[config.mk]
export PLATFORM = sky130hd
export DESIGN_NAME = trimmed_mean_ph_converter
export DESIGN_NICKNAME = d
export VERILOG_FILES = /design/src/rtl/tmpc_pkg.sv /design/src/rtl/tmpc_batch.sv /design/src/rtl/tmpc_div.sv /design/src/rtl/trimmed_mean_ph_converter.sv
export SDC_FILE = /design/constraint.sdc
export NUM_CORES = 1
export LEC_CHECK = 0
export ABC_CLOCK_PERIOD_IN_PS = 13600
export BUFFER_PORTS_ARGS = -buffer_cell sky130_fd_sc_hd__buf_2
export CAP_MARGIN = 20
export CORE_UTILIZATION = 68
export DETAILED_ROUTE_END_ITERATION = 8
export PLACE_DENSITY = 0.9
export SYNTH_ARGS = -nofsm -noshare
export SYNTH_HDL_FRONTEND = slang
export SYNTH_SLANG_ARGS = --single-unit
[constraint.sdc]
create_clock -name clk -period 13.6 [get_ports clk]
set_clock_uncertainty 0.1 [all_clocks]
set_input_delay 2.04 -clock clk [delete_from_list [all_inputs] [get_ports clk]]
set_output_delay 2.04 -clock clk [all_outputs]
set_load 0.005 [all_outputs]
[src/rtl/tmpc_pkg.sv]
package tmpc_pkg;

  localparam int SAMPLE_W       = 10;
  localparam int SUM_W          = 16;
  localparam int CNT_W          = 7;
  localparam int MAX_SAMPLES    = 64;
  localparam int TRIM_MIN_COUNT = 5;
  localparam int MEAN_FRAC_W    = 8;
  localparam int DVD_W          = SUM_W + MEAN_FRAC_W;
  localparam int DVS_W          = CNT_W;
  localparam int DIV_CNT_W      = $clog2(DVD_W);
  localparam int MEAN_W         = 18;
  localparam int MEAN_WIDE_W    = DVD_W + MEAN_FRAC_W;
  localparam int OFS_W          = 15;
  localparam int PH_W           = 16;
  localparam int PH_SCALE       = 17500;
  localparam int PH_SCALE_W     = 15;
  localparam int PH_SHIFT       = 18;
  localparam int PROD_W         = MEAN_W + PH_SCALE_W;
  localparam int PH_BASE_W      = PROD_W - PH_SHIFT;
  localparam int PH_SUM_W       = PH_W + 1;

  localparam logic [PROD_W-1:0]   PH_ROUND = PROD_W'(1) << (PH_SHIFT - 1);
  localparam logic [MEAN_W-1:0]   MEAN_MAX = {MEAN_W{1'b1}};
  localparam logic [PH_SUM_W-1:0] PH_POS_MAX = PH_SUM_W'((1 << (PH_W - 1)) - 1);
  localparam logic [PH_SUM_W-1:0] PH_NEG_MIN = PH_SUM_W'(-(1 << (PH_W - 1)));

  typedef enum logic [2:0] {
    ST_IDLE,
    ST_LOAD,
    ST_DIV,
    ST_MEAN,
    ST_MUL,
    ST_OUT
  } state_t;

  typedef struct packed {
    logic [SUM_W-1:0]    sum;
    logic [SAMPLE_W-1:0] min;
    logic [SAMPLE_W-1:0] max;
    logic [CNT_W-1:0]    count;
    logic                overflow;
  } batch_t;

  typedef struct packed {
    logic             start;
    logic [DVD_W-1:0] dividend;
    logic [DVS_W-1:0] divisor;
  } div_req_t;

endpackage

[src/rtl/tmpc_batch.sv]
module tmpc_batch (
  input  logic                           clk,
  input  logic                           rst_n,
  input  logic                           accept,
  input  logic [tmpc_pkg::SAMPLE_W-1:0]  sample,
  input  logic                           clear,
  output tmpc_pkg::batch_t               batch
);
  import tmpc_pkg::*;

  batch_t batch_r;
  batch_t batch_nxt;

  always_comb begin
    batch_nxt = batch_r;
    if (clear) begin
      batch_nxt = '0;
    end else if (accept) begin
      if (batch_r.count < CNT_W'(MAX_SAMPLES)) begin
        if (batch_r.count == '0) begin
          batch_nxt.min = sample;
          batch_nxt.max = sample;
        end else begin
          if (sample < batch_r.min) begin
            batch_nxt.min = sample;
          end
          if (sample > batch_r.max) begin
            batch_nxt.max = sample;
          end
        end
        batch_nxt.sum   = batch_r.sum + SUM_W'(sample);
        batch_nxt.count = batch_r.count + CNT_W'(1);
      end else begin
        batch_nxt.overflow = 1'b1;
      end
    end
  end

  always_ff @(posedge clk) begin
    if (!rst_n) begin
      batch_r <= '0;
    end else begin
      batch_r <= batch_nxt;
    end
  end

  assign batch = batch_r;

endmodule

[src/rtl/tmpc_div.sv]
module tmpc_div (
  input  logic                        clk,
  input  logic                        rst_n,
  input  tmpc_pkg::div_req_t          req,
  output logic [tmpc_pkg::DVD_W-1:0]  quotient,
  output logic                        done
);
  import tmpc_pkg::*;

  logic                 busy_r;
  logic                 busy_nxt;
  logic [DIV_CNT_W-1:0] cnt_r;
  logic [DIV_CNT_W-1:0] cnt_nxt;
  logic [DVS_W-1:0]     rem_r;
  logic [DVS_W-1:0]     rem_nxt;
  logic [DVD_W-1:0]     quo_r;
  logic [DVD_W-1:0]     quo_nxt;
  logic [DVS_W-1:0]     dvs_r;
  logic [DVS_W-1:0]     dvs_nxt;
  logic [DVS_W:0]       shifted;
  logic [DVS_W:0]       trial;

  assign shifted = {rem_r, quo_r[DVD_W-1]};
  assign trial   = shifted - {1'b0, dvs_r};
  assign done    = busy_r && (cnt_r == DIV_CNT_W'(DVD_W - 1));

  always_comb begin
    busy_nxt = busy_r;
    cnt_nxt  = cnt_r;
    rem_nxt  = rem_r;
    quo_nxt  = quo_r;
    dvs_nxt  = dvs_r;
    if (req.start) begin
      busy_nxt = 1'b1;
      cnt_nxt  = '0;
      rem_nxt  = '0;
      quo_nxt  = req.dividend;
      dvs_nxt  = req.divisor;
    end else if (busy_r) begin
      if (trial[DVS_W]) begin
        rem_nxt = shifted[DVS_W-1:0];
        quo_nxt = {quo_r[DVD_W-2:0], 1'b0};
      end else begin
        rem_nxt = trial[DVS_W-1:0];
        quo_nxt = {quo_r[DVD_W-2:0], 1'b1};
      end
      cnt_nxt = cnt_r + DIV_CNT_W'(1);
      if (done) begin
        busy_nxt = 1'b0;
      end
    end
  end

  always_ff @(posedge clk) begin
    if (!rst_n) begin
      busy_r <= 1'b0;
      cnt_r  <= '0;
    end else begin
      busy_r <= busy_nxt;
      cnt_r  <= cnt_nxt;
    end
  end

  always_ff @(posedge clk) begin
    rem_r <= rem_nxt;
    quo_r <= quo_nxt;
    dvs_r <= dvs_nxt;
  end

  assign quotient = quo_r;

endmodule

[src/rtl/trimmed_mean_ph_converter.sv]
// Trimmed-mean pH converter for batches of 10-bit probe samples.
// The input channel (in_valid, in_ready) carries one sample per transaction,
// and in_last_sample closes the batch. Samples that do not close a batch are
// taken one per cycle. Once 64 samples of a batch are counted, further samples
// are dropped and the overflow flag of the batch is set.
// After the closing transaction the block drops in_ready and runs a restoring
// divider, shared by the plain and the trimmed mean, one quotient bit per cycle,
// followed by the scaling multiply. The batch passes through the load, divide,
// mean, multiply and output states before the result transaction (out_valid,
// out_ready) shows up; no new batch is taken until the block is back in idle.
// The result sits in an output register; the next batch may start while it
// waits. If the receiver still stalls when the next result is ready, that
// result waits inside the block and in_ready stays low until it moves on.
// The calibration offset cfg_wdata is written whenever cfg_we is high and
// should only change while no batch is being closed.
// A synchronous active-low reset clears the batch, the offset and out_valid.
module trimmed_mean_ph_converter (
  input  logic                                 clk,
  input  logic                                 rst_n,
  input  logic                                 in_valid,
  output logic                                 in_ready,
  input  logic [tmpc_pkg::SAMPLE_W-1:0]        in_sample,
  input  logic                                 in_last_sample,
  output logic                                 out_valid,
  input  logic                                 out_ready,
  output logic [tmpc_pkg::MEAN_W-1:0]          out_trimmed_mean,
  output logic signed [tmpc_pkg::PH_W-1:0]     out_ph_milli,
  output logic                                 out_overflow,
  input  logic                                 cfg_we,
  input  logic signed [tmpc_pkg::OFS_W-1:0]    cfg_wdata
);
  import tmpc_pkg::*;

  state_t state_r;
  state_t state_nxt;

  batch_t           batch;
  div_req_t         div_req;
  logic [DVD_W-1:0] div_quot;
  logic             div_done;
  logic             in_accept;
  logic             batch_clear;
  logic             load_out;

  logic signed [OFS_W-1:0] ofs_r;
  logic                    short_r;
  logic                    short_nxt;
  logic                    zero_r;
  logic                    zero_nxt;
  logic                    ovf_r;
  logic                    ovf_nxt;
  logic [MEAN_W-1:0]       mean_r;
  logic [MEAN_W-1:0]       mean_nxt;
  logic [PROD_W-1:0]       prod_r;
  logic [PROD_W-1:0]       prod_nxt;
  logic                    out_valid_r;
  logic                    out_valid_nxt;
  logic [MEAN_W-1:0]       out_mean_r;
  logic signed [PH_W-1:0]  out_ph_r;
  logic                    out_ovf_r;

  logic [SUM_W-1:0]          trimmed;
  logic [DVS_W-1:0]          trim_div;
  logic [MEAN_WIDE_W-1:0]    mean_wide;
  logic [PROD_W-1:0]         prod_round;
  logic [PH_BASE_W-1:0]      ph_base;
  logic signed [PH_SUM_W-1:0] ph_sum;
  logic signed [PH_W-1:0]    ph_sat;

  assign in_accept = in_valid && in_ready;

  tmpc_batch u_batch (
    .clk    (clk),
    .rst_n  (rst_n),
    .accept (in_accept),
    .sample (in_sample),
    .clear  (batch_clear),
    .batch  (batch)
  );

  tmpc_div u_div (
    .clk      (clk),
    .rst_n    (rst_n),
    .req      (div_req),
    .quotient (div_quot),
    .done     (div_done)
  );

  assign trimmed  = batch.sum - SUM_W'(batch.min) - SUM_W'(batch.max);
  assign trim_div = batch.count - DVS_W'(2);

  always_comb begin
    div_req.start    = (state_r == ST_LOAD);
    div_req.dividend = '0;
    div_req.divisor  = '0;
    if (short_nxt) begin
      div_req.dividend = DVD_W'(batch.sum);
      div_req.divisor  = batch.count;
    end else begin
      div_req.dividend = {trimmed, {MEAN_FRAC_W{1'b0}}} + DVD_W'(trim_div >> 1);
      div_req.divisor  = trim_div;
    end
  end

  always_comb begin
    if (short_r) begin
      mean_wide = {div_quot, {MEAN_FRAC_W{1'b0}}};
    end else begin
      mean_wide = MEAN_WIDE_W'(div_quot);
    end
    if (zero_r) begin
      mean_nxt = '0;
    end else if (mean_wide[MEAN_WIDE_W-1:MEAN_W] != '0) begin
      mean_nxt = MEAN_MAX;
    end else begin
      mean_nxt = mean_wide[MEAN_W-1:0];
    end
  end

  assign prod_nxt   = PROD_W'(mean_r) * PROD_W'(PH_SCALE);
  assign prod_round = prod_r + PH_ROUND;
  assign ph_base    = prod_round[PROD_W-1:PH_SHIFT];
  assign ph_sum     = $signed({{(PH_SUM_W - PH_BASE_W){1'b0}}, ph_base})
                    + PH_SUM_W'(ofs_r);

  always_comb begin
    if (ph_sum > $signed(PH_POS_MAX)) begin
      ph_sat = PH_W'(PH_POS_MAX);
    end else if (ph_sum < $signed(PH_NEG_MIN)) begin
      ph_sat = PH_W'(PH_NEG_MIN);
    end else begin
      ph_sat = ph_sum[PH_W-1:0];
    end
  end

  always_comb begin
    state_nxt   = state_r;
    in_ready    = 1'b0;
    batch_clear = 1'b0;
    load_out    = 1'b0;
    short_nxt   = short_r;
    zero_nxt    = zero_r;
    ovf_nxt     = ovf_r;
    case (state_r)
      ST_IDLE: begin
        in_ready = 1'b1;
        if (in_valid && in_last_sample) begin
          state_nxt = ST_LOAD;
        end
      end
      ST_LOAD: begin
        short_nxt   = batch.count < CNT_W'(TRIM_MIN_COUNT);
        zero_nxt    = batch.count == '0;
        ovf_nxt     = batch.overflow;
        batch_clear = 1'b1;
        state_nxt   = ST_DIV;
      end
      ST_DIV: begin
        if (div_done) begin
          state_nxt = ST_MEAN;
        end
      end
      ST_MEAN: begin
        state_nxt = ST_MUL;
      end
      ST_MUL: begin
        state_nxt = ST_OUT;
      end
      ST_OUT: begin
        if (!out_valid_r || out_ready) begin
          load_out  = 1'b1;
          state_nxt = ST_IDLE;
        end
      end
      default: begin
        state_nxt = ST_IDLE;
      end
    endcase
  end

  assign out_valid_nxt = load_out || (out_valid_r && !out_ready);

  always_ff @(posedge clk) begin
    if (!rst_n) begin
      state_r     <= ST_IDLE;
      out_valid_r <= 1'b0;
      ofs_r       <= '0;
    end else begin
      state_r     <= state_nxt;
      out_valid_r <= out_valid_nxt;
      if (cfg_we) begin
        ofs_r <= cfg_wdata;
      end
    end
  end

  always_ff @(posedge clk) begin
    short_r <= short_nxt;
    zero_r  <= zero_nxt;
    ovf_r   <= ovf_nxt;
    if (state_r == ST_MEAN) begin
      mean_r <= mean_nxt;
    end
    if (state_r == ST_MUL) begin
      prod_r <= prod_nxt;
    end
    if (load_out) begin
      out_mean_r <= mean_r;
      out_ph_r   <= ph_sat;
      out_ovf_r  <= ovf_r;
    end
  end

  assign out_valid        = out_valid_r;
  assign out_trimmed_mean = out_mean_r;
  assign out_ph_milli     = out_ph_r;
  assign out_overflow     = out_ovf_r;

`ifndef SYNTH
  a_count_bound: assert property (@(posedge clk) disable iff (!rst_n)
    batch.count <= CNT_W'(MAX_SAMPLES))
    else $error("Batch count exceeds the sample limit.");

  a_close_blocks: assert property (@(posedge clk) disable iff (!rst_n)
    (in_valid && in_ready && in_last_sample) |=> !in_ready)
    else $error("Input still ready after the closing transaction.");

  a_done_in_div: assert property (@(posedge clk) disable iff (!rst_n)
    div_done |-> (state_r == ST_DIV))
    else $error("Divider finished outside the divide state.");

  a_min_le_max: assert property (@(posedge clk) disable iff (!rst_n)
    (batch.count != '0) |-> (batch.min <= batch.max))
    else $error("Batch minimum above batch maximum.");
`endif

endmodule
==> impl_results.md <==
- Sequential share of the synthesized area: 0.3416
- Gr ovfl total: 0
- Crit path max-delay family: adder cells
- Root Buffer: clkbuf_16
- RSZ-0062 raised after global routing: no
- Maximum vdd drop: about 0.088 mV
- CP max stage delay: between 0.5 and 0.6 ns
- Power per cell area: between 100 and 150 nW/um2
- Setup CP Type: register to register
- Syn Std Cell Area: 13,480 um2
- Fin Hold WS: about 0.34 ns
- Initial antenna violation count: 0
- Worst-margin pin slew: about 1.1 ns
- Status: finished, final reports clean
- Core Area: 19,460 um2
- Buf/Inv on CP: 4
- Place WS: 8.368 ns
- Initial Utilization: 0.6926
- H-tree level count: 4
- Hpwl dp: ~23,000 um
- Busiest metal layer after global routing: met2
- Synth Instances: ~1,400
- Syn_area_per_cell: approximately 10 um2
- Layout cell share with drive strength beyond 1: 0.08997
- Clk Latency, worst-skew pair: 0.43 ns
- Post-synth EDFFs: ~100
- Port Buffers: between 60 and 70
- Data arrival, critical path: approximately 5.4 ns
- Main synth FF type: edfxtp_1
- Peak Freq: between 0.15 and 0.2 GHz
- I/O pin total: 68
- Max-slew violation count: 0
- Max cap viols: 0
- Met1 Use GR: 0.3601
- Fillers: about 1,300
- Die area: roughly 20,000 um2
- First-pass iteration count of the detailed router: 7
- Initial DRC count: 932
- Post-CTS setup buffer count: 0
- Worst hold stages: 0
- DRT Wirelength: roughly 30,000 um
- Worst Hold End: out_overflow
- Crit path top cell by count: inv_1
- LEAKAGE: around 6.4 nW
- Slew headroom: 0.2770
- Post-route cell area: ~15,000 um2
- WP data required: approximately 14 ns
- TNS Setup: 0 ns
- Clock Path Buffers: 2
- Ys Warns: 0
- Synthesized flop and latch total: between 150 and 200
- Setup ws final: ~8.3 ns
- Wire per inst: approximately 18 um
- Async SR Flop Fraction: 0
- Vias: roughly 10,000
- M2 GR Usage: 0.5655
- Post-synth cell types: 66
- Vias per Instance: 6.083
- Fin. Hold Viols: 0
- Post-route ant nets: 0
- Row cnt: roughly 50
- CTS resizes: 0
- Reg2reg setup slack: between 8 and 9 ns
- CP cell instances: ha_1 -> inv_1 -> fa_1 -> inv_1 -> ha_1 -> fa_1 -> inv_1 -> fa_1 -> inv_1 -> ha_1 -> nand3_1 -> nand3_1 -> nor4_1 -> a22oi_1 -> a221o_1 -> o31a_1 -> a21o_1
- Post-route DRC: 0
- Clock sink count: roughly 180
- Reg2reg end: prod_r[32]
- Placed Area: 14,020 um2
- Die Ht: roughly 140 um
- Min-delay src: ovf_r
- Reg2reg path depth: 17
- Setup violators final: 0
- TritonCTS clock tree: done
- Worst setup SP type: register
- Crit. End Element: register
- Clk slew on worst S/H paths: 0.08 ns
- Sequential Area: 4604 um2
- Vias in the first global route: ~11,000
- Critical R2R Launch: mean_r[13]
- DP Cell Count: around 1,700
- Post-layout util: 0.7541
- Total power: 1.692 mW
- Largest net degree at the start of global routing: 47
- Fin crit period: roughly 5.3 ns
- Hold Path Class: register to register
- Period utilisation layout: 0.3885
- RePlAce Congestion: 0.9240
- ANT cells: 0
- Syn_nets: 1,653
- Chip Width: around 140 um
- Syn-to-layout area delta: 8.883%
- Multi-input logic area: ~8100 um2
- Layout Cells excl Fill: 1,710
- Post-CTS Hold Buffers: 0
- Gr usage total: 0.3123
- CP max FO: 7
- Nets: 1,704
- Critical Path Slowest Stage Cell: edfxtp_1
- First-pass GRT wire length: between 40,000 and 50,000 um
- Inserted Clock Buffers: 17
- Met3 GRT Util: 0.04091
## cell families (layout without fill, tap and decap cells)
family          after synthesis  count (layout)  share of synthesized area
xor+xnor                     75              75                    0.04873
flops                       179             179                     0.3416
mux                          32              32                    0.02376
compound gates              320             320                     0.1484
buf+inv                     207             271                    0.05959
fa+ha+maj                   241             241                     0.2599
simple gates                327             327                     0.1180
## Yosys cell counts, types with 4 or more instances
cell type  count  area (um2)
and3_1         9       56.30
a21boi_0       8       60.06
clkbuf_1      27       101.4
nor4_1         4       25.02
buf_1          5       18.77
a21oi_2       10       87.58
and2_1         9       56.30
o21bai_1       4       30.03
o21ai_0       73       365.4
nor2b_1       23       143.9
o31ai_1        8       60.06
nand2b_1      21       131.4
buf_2          6       30.03
a31oi_1        9       56.30
xnor2_1       47       411.6
nand3_1       45       225.2
o211ai_1       4       30.03
a21o_1        17       127.6
a21oi_1      121       605.6
inv_1        167       626.9
a211oi_1       8       60.06
nor3_1        12       60.06
o21a_1        21       157.7
o21ai_1        6       30.03
dfxtp_1       77        1541
nand3b_1       4       30.03
nand2_1       92       345.3
nor2_1        70       262.8
edfxtp_1     102        3063
fa_1          65        1301
xor2_1        28       245.2
mux2i_1       32       320.3
or3_1         10       62.56
nand4_1       17       106.4
ha_1         176        2202
## report_power, final
part | internal (mW) | switching, mW
clock | 0.310 | 0.225
sequential | 0.616 | 0.0399
combinational | 0.213 | 0.288
total | 1.14 | 0.553
## layer usage
| layer | part of all wire | wire length, um |
|---|---|---|
| met1 | 0.39 | 11850 |
| met2 | 0.52 | 15540 |
| met3 | 0.047 | 1415 |
| met4 | 0.041 | 1235 |
| met5 | 0 | 0 |
## cells in the final DEF, fill, tap and decap left out, types with 3 or more instances in the layout
| cell | count |
|---|---|
| a211oi_1 | 8 |
| a21boi_0 | 8 |
| a21o_1 | 17 |
| a21oi_1 | 121 |
| a21oi_2 | 10 |
| a31oi_1 | 9 |
| and2_1 | 9 |
| and3_1 | 9 |
| buf_2 | 67 |
| buf_4 | 5 |
| clkbuf_16 | 20 |
| dfxtp_1 | 77 |
| edfxtp_1 | 102 |
| fa_1 | 65 |
| ha_1 | 176 |
| inv_1 | 167 |
| inv_6 | 3 |
| mux2i_1 | 32 |
| nand2_1 | 92 |
| nand2b_1 | 21 |
| nand3_1 | 45 |
| nand3b_1 | 4 |
| nand4_1 | 17 |
| nor2_1 | 68 |
| nor2b_1 | 23 |
| nor3_1 | 12 |
| nor4_1 | 4 |
| o211a_1 | 3 |
| o211ai_1 | 4 |
| o21a_1 | 21 |
| o21ai_0 | 73 |
| o21ai_1 | 6 |
| o21bai_1 | 4 |
| o31ai_1 | 8 |
| or3_1 | 10 |
| or4_1 | 3 |
| xnor2_1 | 47 |
| xor2_1 | 28 |
## state kept, by name (all words and copies together) (netlist names), 3 cells and up
name and count:
u_div.dvs_r 7, out_trimmed_mean 18, state_r 3, u_div.cnt_r 5, ofs_r 15, mean_r 18
u_batch.batch 44, u_div.quotient 24, u_div.rem_r 7, prod_r 16, out_ph_milli 16
## layout make-up
cell class | count | area share
Inverter | 167 | 0.04271
Sequential cell | 179 | 0.3137
Clock buffer | 20 | 0.03410
Timing Repair Buffer | 72 | 0.02540
Multi-Input combinational cell | 995 | 0.5510
Tap cell | 265 | 0.02259
Clock inverter | 12 | 0.01049
## worst max path at each step
stage / start / to / depth (start not counted)
final: mean_r[13] / prod_r[32] / 17
after floorplan: mean_r[13] / prod_r[26] / 17
after global placement: mean_r[13] / prod_r[31] / 17
after CTS: mean_r[13] / prod_r[31] / 17
after detailed placement: mean_r[13] / prod_r[31] / 17
after global routing: mean_r[11] / prod_r[31] / 17
(Power assumes the default switching activity.)
